File: src/hw/rtl/imf_pkg.sv
// Shared types and constants of the image median filter.
`default_nettype none
package imf_pkg;

    localparam int CHAN_W    = 8;
    localparam int NUM_FILT  = 3;
    localparam int FILT_W    = CHAN_W * NUM_FILT;
    localparam int PIX_W     = 4 * CHAN_W;
    localparam int CFG_IDX_W = 2;
    localparam int CFG_DATA_W = 13;

    localparam logic [CFG_IDX_W-1:0] REG_IMAGE_WIDTH     = 2'd0;
    localparam logic [CFG_IDX_W-1:0] REG_IMAGE_HEIGHT    = 2'd1;
    localparam logic [CFG_IDX_W-1:0] REG_BYTES_PER_PIXEL = 2'd2;
    localparam logic [CFG_IDX_W-1:0] REG_WINDOW_STEP     = 2'd3;

    localparam int RESET_WIDTH  = 640;
    localparam int RESET_HEIGHT = 480;
    localparam int RESET_BPP    = 3;
    localparam int RESET_STEP   = 3;

    typedef struct packed {
        logic              valid;
        logic [NUM_FILT-1:0] gt;
        logic [FILT_W-1:0] val;
    } link_t;

    typedef enum logic [5:0] {
        ST_IDLE   = 6'b000001,
        ST_CALC   = 6'b000010,
        ST_DECIDE = 6'b000100,
        ST_SWEEP  = 6'b001000,
        ST_DRAIN  = 6'b010000,
        ST_EMIT   = 6'b100000
    } state_t;

endpackage
`default_nettype wire

File: src/hw/rtl/imf_cell.sv
// One cell of the insertion sorting chain, holding one sorted value per filtered channel.
`default_nettype none
module imf_cell #(
    parameter bit FIRST = 1'b0
) (
    input  wire logic                      aclk,
    input  wire logic                      aresetn,
    input  wire logic                      clear,
    input  wire logic                      ins,
    input  wire logic [imf_pkg::FILT_W-1:0] v,
    input  imf_pkg::link_t                 left,
    output imf_pkg::link_t                 self_link
);

    logic                          valid_reg;
    logic [imf_pkg::FILT_W-1:0]    val_reg;
    logic [imf_pkg::NUM_FILT-1:0]  gt;
    logic [imf_pkg::FILT_W-1:0]    val_next;

    always_comb begin
        val_next = val_reg;
        for (int j = 0; j < imf_pkg::NUM_FILT; j++) begin
            gt[j] = !valid_reg ||
                    (val_reg[j*imf_pkg::CHAN_W +: imf_pkg::CHAN_W] >
                     v[j*imf_pkg::CHAN_W +: imf_pkg::CHAN_W]);
            if (gt[j]) begin
                if (!FIRST && left.gt[j]) begin
                    val_next[j*imf_pkg::CHAN_W +: imf_pkg::CHAN_W] =
                        left.val[j*imf_pkg::CHAN_W +: imf_pkg::CHAN_W];
                end else begin
                    val_next[j*imf_pkg::CHAN_W +: imf_pkg::CHAN_W] =
                        v[j*imf_pkg::CHAN_W +: imf_pkg::CHAN_W];
                end
            end
        end
    end

    always_ff @(posedge aclk) begin
        if (!aresetn || clear) begin
            valid_reg <= 1'b0;
        end else if (ins) begin
            valid_reg <= valid_reg | (FIRST ? 1'b1 : left.valid);
        end
    end

    always_ff @(posedge aclk) begin
        if (ins) begin
            val_reg <= val_next;
        end
    end

    assign self_link.valid = valid_reg;
    assign self_link.gt    = gt;
    assign self_link.val   = val_reg;

endmodule
`default_nettype wire

File: src/hw/rtl/imf_sorter.sv
// Chain of sorting cells with selection of the middle value.
`default_nettype none
module imf_sorter #(
    parameter int DEPTH = 49,
    parameter int SEL_W = 6
) (
    input  wire logic                      aclk,
    input  wire logic                      aresetn,
    input  wire logic                      clear,
    input  wire logic                      ins,
    input  wire logic [imf_pkg::FILT_W-1:0] v,
    input  wire logic [SEL_W-1:0]          sel,
    output logic [imf_pkg::FILT_W-1:0]     median
);

    imf_pkg::link_t links [DEPTH];
    imf_pkg::link_t head;

    assign head = '0;

    for (genvar i = 0; i < DEPTH; i++) begin : g_cell
        imf_cell #(.FIRST(i == 0)) u_cell (
            .aclk      (aclk),
            .aresetn   (aresetn),
            .clear     (clear),
            .ins       (ins),
            .v         (v),
            .left      ((i == 0) ? head : links[(i == 0) ? 0 : i-1]),
            .self_link (links[i])
        );
    end

    assign median = links[sel].val;

endmodule
`default_nettype wire

File: config.mk
export PLATFORM = sky130hd
export DESIGN_NAME = imf_sorter
export DESIGN_NICKNAME = d
export VERILOG_FILES = /design/src/hw/rtl/imf_pkg.sv /design/src/hw/rtl/imf_cell.sv /design/src/hw/rtl/imf_sorter.sv
export SDC_FILE = /design/constraint.sdc
export NUM_CORES = 2
export LEC_CHECK = 0
export BUFFER_PORTS_ARGS = -buffer_cell sky130_fd_sc_hd__buf_4
export CORE_ASPECT_RATIO = 0.7
export CORE_MARGIN = 8
export CORE_UTILIZATION = 38
export CTS_CLUSTER_DIAMETER = 50
export CTS_CLUSTER_SIZE = 20
export DETAILED_ROUTE_END_ITERATION = 7
export GPL_ROUTABILITY_DRIVEN = 0
export PLACE_DENSITY = 0.57
export SLEW_MARGIN = 0
export SYNTH_ARGS = -nofsm -noshare
export SYNTH_HDL_FRONTEND = slang
export SYNTH_SLANG_ARGS = --single-unit
File: constraint.sdc
create_clock -name aclk -period 3.55 [get_ports aclk]
set_input_delay 0.71 -clock aclk [delete_from_list [all_inputs] [get_ports aclk]]
set_output_delay 0.71 -clock aclk [all_outputs]
set_load 0.02 [all_outputs]
== Yosys cells after proc, flatten, opt, wreduce, memory -nomap -nowiden ==
Cells that the tools add are included.

* $mul: 0
* Multiplexer cells: 147
* Shift operators: 0
* Div/mod/pow operators: 0
* Add/sub/neg operators: 0
* Reduce and logical (&&, ||, !) cells: 345
* Order comparisons: 148
* Bitwise operators: 49
* Equal/unequal tests: 0

{| class="wikitable"
|+ Operators by type and width
! kind !! count
|-
| 8-bit > comparator || 147
|-
| 8-bit 2-to-1 mux || 144
|-
| 2-bit AND reduction || 147
|-
| 28-bit binary-select mux with 6-bit select || 1
|-
| 1-bit logical OR || 148
|-
| 1-bit logical NOT || 50
|-
| 24-bit 2-to-1 mux || 2
|-
| 1-bit OR || 48
|-
| 7-bit >= comparator, second input constant || 1
|-
| 6-bit inverter with 7-bit output || 1
|}

* Register bits after elaboration: 1225
* Memories kept: 0
* Latch bits: 0
* Output and inout port bits: 24
* ROM bits: 0
* Bits of input ports: 34
* Word-level logic and storage cells: 885
* Memory bits (writable): 0

== Logic depth before layout (Yosys ltp) ==
* Word-level depth: 5
* Mapped depth: 10
* Gate-level depth less buffers: 8

== Hierarchy ==
A second synthesis with hierarchy kept.

* Cells, all modules: 9067
* Area, all modules: 92661.4 µm²

{| class="wikitable"
|+ Modules (own cells, without submodules)
! module !! area an instance (µm²) !! sequential area each (µm²) !! instances !! cells each
|-
| imf_cell at g_cell[10].u_cell ... || 1701.6 || 740.7 || 47 || 168
|-
| imf_sorter || 9554.2 || 0.0 || 1 || 878
|-
| imf_cell at g_cell[9].u_cell || 1661.6 || 740.7 || 1 || 173
|-
| imf_cell at g_cell[0].u_cell || 1468.9 || 740.7 || 1 || 120
|}

== Worst setup path before layout ==
Ideal clock, no wire load.

* Path type: input -> register
* From: input port v[2] (netlist name)
* To: register g_cell[1].u_cell.val_reg[4] (netlist name) (data pin)
* Cell stages on the path: 10
* Buffers on the path: 2
* Arrival: 3.474 ns
* Library setup time: 0.307 ns
* Slack: -0.231 ns
* Data required time: 3.243 ns
* Path through: clkbuf_1 inv_1 ha_1 and3_1 a221o_1 a221oi_1 o21ai_1 clkbuf_1 nand2_1 o21ai_0

* Cells in the longest elaborated chain, start to end: 3

{| class="wikitable"
|+ RTL lines
! what !! RTL line !! RTL
|-
| start, declared || imf_sorter.sv:11 || <nowiki>input wire logic [imf_pkg::FILT_W-1:0] v,</nowiki>
|-
| 8-bit > comparator || imf_cell.sv:24 || <nowiki>(val_reg[j*imf_pkg::CHAN_W +: imf_pkg::CHAN_W] ></nowiki>
|-
| 1-bit logical OR || imf_cell.sv:23 || <nowiki>gt[j] = !valid_reg ||</nowiki>
|-
| 8-bit 2-to-1 mux || imf_cell.sv:27 || <nowiki>if (!FIRST && left.gt[j]) begin</nowiki>
|-
| end signal, assigned || imf_cell.sv:48 || <nowiki>val_reg <= val_next;</nowiki>
|-
| end, declared || imf_cell.sv:16 || <nowiki>logic [imf_pkg::FILT_W-1:0] val_reg;</nowiki>
|}

No other way between the ends.
A chain may end at the register's enable or synchronous reset.

== Worst setup path after layout ==
* From: input port sel[0]
* To: output port median[12] (netlist name)

* Cells in the longest elaborated chain, start to end: 4

{| class="wikitable"
|+ RTL lines
! what !! RTL line !! RTL
|-
| start, declared || imf_sorter.sv:12 || <nowiki>input wire logic [SEL_W-1:0] sel,</nowiki>
|-
| 6-bit inverter with 7-bit output (implied by the code) || imf_sorter.sv:33 || <nowiki>assign median = links[sel].val;</nowiki>
|-
| 28-bit binary-select mux with 6-bit select || imf_sorter.sv:33 ||
|-
| 24-bit 2-to-1 mux (implied by the code) (2 in a row) || imf_sorter.sv:33 ||
|-
| end, declared || imf_sorter.sv:13 || <nowiki>output logic [imf_pkg::FILT_W-1:0] median</nowiki>
|}

No other way between the ends. The select of a mux whose other input is x is not followed.

==> flow_summary.json <==
{
  "finalWirelength_um": 311000,
  "rows": 147,
  "synth_cells": 6815,
  "p_per_area_nw_per_um2": 394,
  "r2r_cells": 9,
  "cts_hold_buf": 0,
  "cap_violations": 0,
  "met3_length_um": 33700,
  "violations": "negative setup slack",
  "grt_max_degree": 55,
  "ant_nets": 0,
  "die_x_um": 589,
  "timing.final.crit_share_pct": 100,
  "firstDrtPassIters": 5,
  "cts_tree": "done",
  "r2r_start": "g_cell[16].u_cell.val_reg[10]",
  "port-buffer-count": 57,
  "relSlewSlack_pct": 22.5,
  "worst_pin_slew_ps": 1160,
  "antenna_found_initial": 27,
  "ys_seq_area_share_pct": 41.5,
  "cp.arrival_ps": 2840,
  "clk_latency_ps": 810,
  "fin_util_pct": 44.2,
  "cts_sinks": 1225,
  "synth_seq_cells": 1225,
  "clk_pin_slew_ps": 70,
  "avgSynthCellArea_um2": 12.8,
  "yosysUniqueCellTypes": 48,
  "fin_hold_ws_ps": 404,
  "rsz0062_at_grt": "yes",
  "start_util_pct": 38.2,
  "status": "complete, but fails checks",
  "r2r_setup_slack_ps": 910,
  "drc": 0,
  "setup_ws_ps": -4.90,
  "grt_pass1_vias": 62300,
  "gr-usage-all-layers_pct": 24.4,
  "period_minus_slack_ps": 3550,
  "fin_skew_ps": 42.4,
  "top_layer": "met5",
  "async_reset_ff_share_pct": 0,
  "setup_violations": 2,
  "drive_gt1_share_pct": 34.2,
  "ys.flop_type": "edfxtp_1",
  "leakage_nw": 39.7,
  "dr_wl_met2_um": 125000,
  "cts_buffers": 139,
  "critPathLaunchType": "primary input",
  "root_buffer": "clkbuf_16",
  "hold_path_class": "primary input to flip-flop",
  "timing.setup.tns_ps": -6.47,
  "largest_reg_flops": 1176,
  "drt_iter0_markers": 7238,
  "overflow": 0,
  "mappedNetlistArea_um2": 87400,
  "hold_viol": 0,
  "syn2layout_area_growth_pct": 15.7,
  "synth-edff-count": 1176,
  "fmax_ghz": 0.281,
  "dp_hpwl_um": 218000,
  "dr_total_vias": 64200,
  "critPathCaptureType": "primary output",
  "required_ps": 2840,
  "wl_per_cell_um": 29.8,
  "io_pins": 58,
  "worstSetupPathType": "primary input to primary output",
  "grt_pass1_wl_um": 446000,
  "dieArea_um2": 246000,
  "reg2reg_to": "g_cell[17].u_cell.val_reg[8]",
  "hold_depth": 2,
  "yosysWarnings": 0,
  "vdd_drop_max_mv": 0.348,
  "worstHoldEndpoint": "g_cell[0].u_cell.val_reg[2]",
  "crit_path_max_fanout": 8,
  "fp.dieH_um": 417,
  "htree_levels": 4,
  "vias_per_cell": 6.14,
  "worstHoldStart": "v[2]",
  "clock_path_buffers": 4,
  "final_nets": 8512,
  "core_area_um2": 229000,
  "syn_nets": 8025,
  "drv_slew": 0,
  "wl_met1_um": 141000
}
-- report_power, final --
| part | total [mW] | internal, mW | switching [mW] |
|---|---|---|---|
| clock | 14.9 | 8.15 | 6.75 |
| combinational | 7.13 | 3.20 | 3.94 |
| sequential | 17.8 | 16.8 | 0.994 |
| total | 39.8 | 28.1 | 11.7 |
-- through the flow --
stage                     cell area (um^2)  instances  total power [mW]  setup slack [ps]
after CTS                           100000      10400              39.7             -61.0
after floorplan                      87500       6815              21.9             -63.7
final                               101000      10500              39.8             -4.90
after global placement               95000      10100              24.5              -444
after global routing                101000      10500              41.2             -59.0
after detailed placement             95000      10100              24.8              -397
-- synthesized netlist by cell type, types with 49 or more instances --
library cell / count / area (um^2)
dfxtp_1: 49 / 981
a21boi_2: 108 / 1220
inv_1: 279 / 1050
mux4_2: 242 / 5450
a21o_1: 151 / 1130
nand3_1: 221 / 1110
a21oi_1: 450 / 2250
nand4_1: 74 / 463
nor2_1: 209 / 785
clkbuf_1: 166 / 623
mux2i_1: 137 / 1370
ha_1: 1176 / 14700
nand3b_1: 108 / 811
buf_2: 79 / 395
nand2_1: 87 / 327
edfxtp_1: 1176 / 35300
nor2b_1: 238 / 1490
o22ai_1: 186 / 1160
o21ai_0: 154 / 771
a32oi_1: 69 / 604
mux2_2: 1181 / 13300
-- critical path, stage by stage --
cell     delay, ps
buf_16         160
buf_16         190
buf_12         140
buf_4          120
mux4_2         340
mux2i_1         80
buf_4          170
a21oi_1        260
a21oi_1        110
buf_4          160
nor2_1         190
buf_4          190
-- cells by family (layout without fill, tap and decap cells) --
kind of cell / after synthesis / in the layout / share of synthesized area [%]
other: 0 / 9 / 0
adders and majority gates: 1176 / 1176 / 16.8
and+or+nand+nor: 1032 / 1032 / 6.34
DFF: 1225 / 1225 / 41.5
AOI/OAI and AO/OA: 1246 / 1246 / 9.44
buffers and inverters: 576 / 1159 / 2.83
muxes: 1560 / 1560 / 23.0
-- worst max-delay path by stage --
| stage | from | end | slack [ps] | depth (start not counted) |
|---|---|---|---|---|
| floorplan | v[22] | g_cell[44].u_cell.val_reg[16] | -60 | 8 |
| global placement | sel[0] | median[4] | -440 | 10 |
| detailed placement | sel[0] | median[4] | -400 | 10 |
| CTS | g_cell[18].u_cell.val_reg[8] | median[8] | -60 | 6 |
| global route | g_cell[16].u_cell.val_reg[15] | median[15] | -60 | 6 |
| finish | sel[0] | median[12] | -5 | 12 |
-- metal layers --
metal	global-route usage, %	up-vias
li1	-	28000
met1	36.3	32500
met2	34.2	3167
met3	6.10	565
met4	7.98	8
met5	0	-
-- cell type report --
class                   count  area (um^2)
multi-input cells        5014        49300
repair buffers            643         6130
well taps                3054         3820
diodes                      9         22.5
fillers                 20700       128000
clock buffers             150         3570
flip-flops and latches   1225        36300
clock inverters            87          932
inverters                 279         1080
-- repair_timing --
item                                   in CTS  in global routing
pin swaps                                  37                 36
endpoints found under the hold margin       0                  0
buffers inserted                           58                 58
setup endpoints to repair                  24                 22
resized for setup                          95                 52
gates cloned                                1                  4
-- layout by cell type, fill, tap and decap left out, drive strengths merged, types with 2 or more instances in the layout --
| cell | count |
|---|---|
| mux2 | 1181 |
| edfxtp | 1176 |
| ha | 1176 |
| buf | 638 |
| a21oi | 450 |
| inv | 301 |
| mux4 | 242 |
| nor2b | 238 |
| nand3 | 221 |
| nor2 | 209 |
| o22ai | 186 |
| o21ai | 155 |
| clkbuf | 154 |
| a21o | 151 |
| mux2i | 137 |
| a21boi | 110 |
| nand3b | 108 |
| nand2 | 87 |
| nand4 | 74 |
| a32oi | 69 |
| dfxtp | 49 |
| nor3 | 44 |
| nand2b | 42 |
| o311a | 32 |
| clkinv | 32 |
| o211ai | 28 |
| clkinvlp | 24 |
| a221oi | 24 |
| a211oi | 23 |
| diode | 9 |
| bufinv | 9 |
| a2111oi | 5 |
| and2 | 4 |
| o311ai | 3 |
| o21a | 3 |
| and3 | 2 |
(Power assumes the default switching activity.)
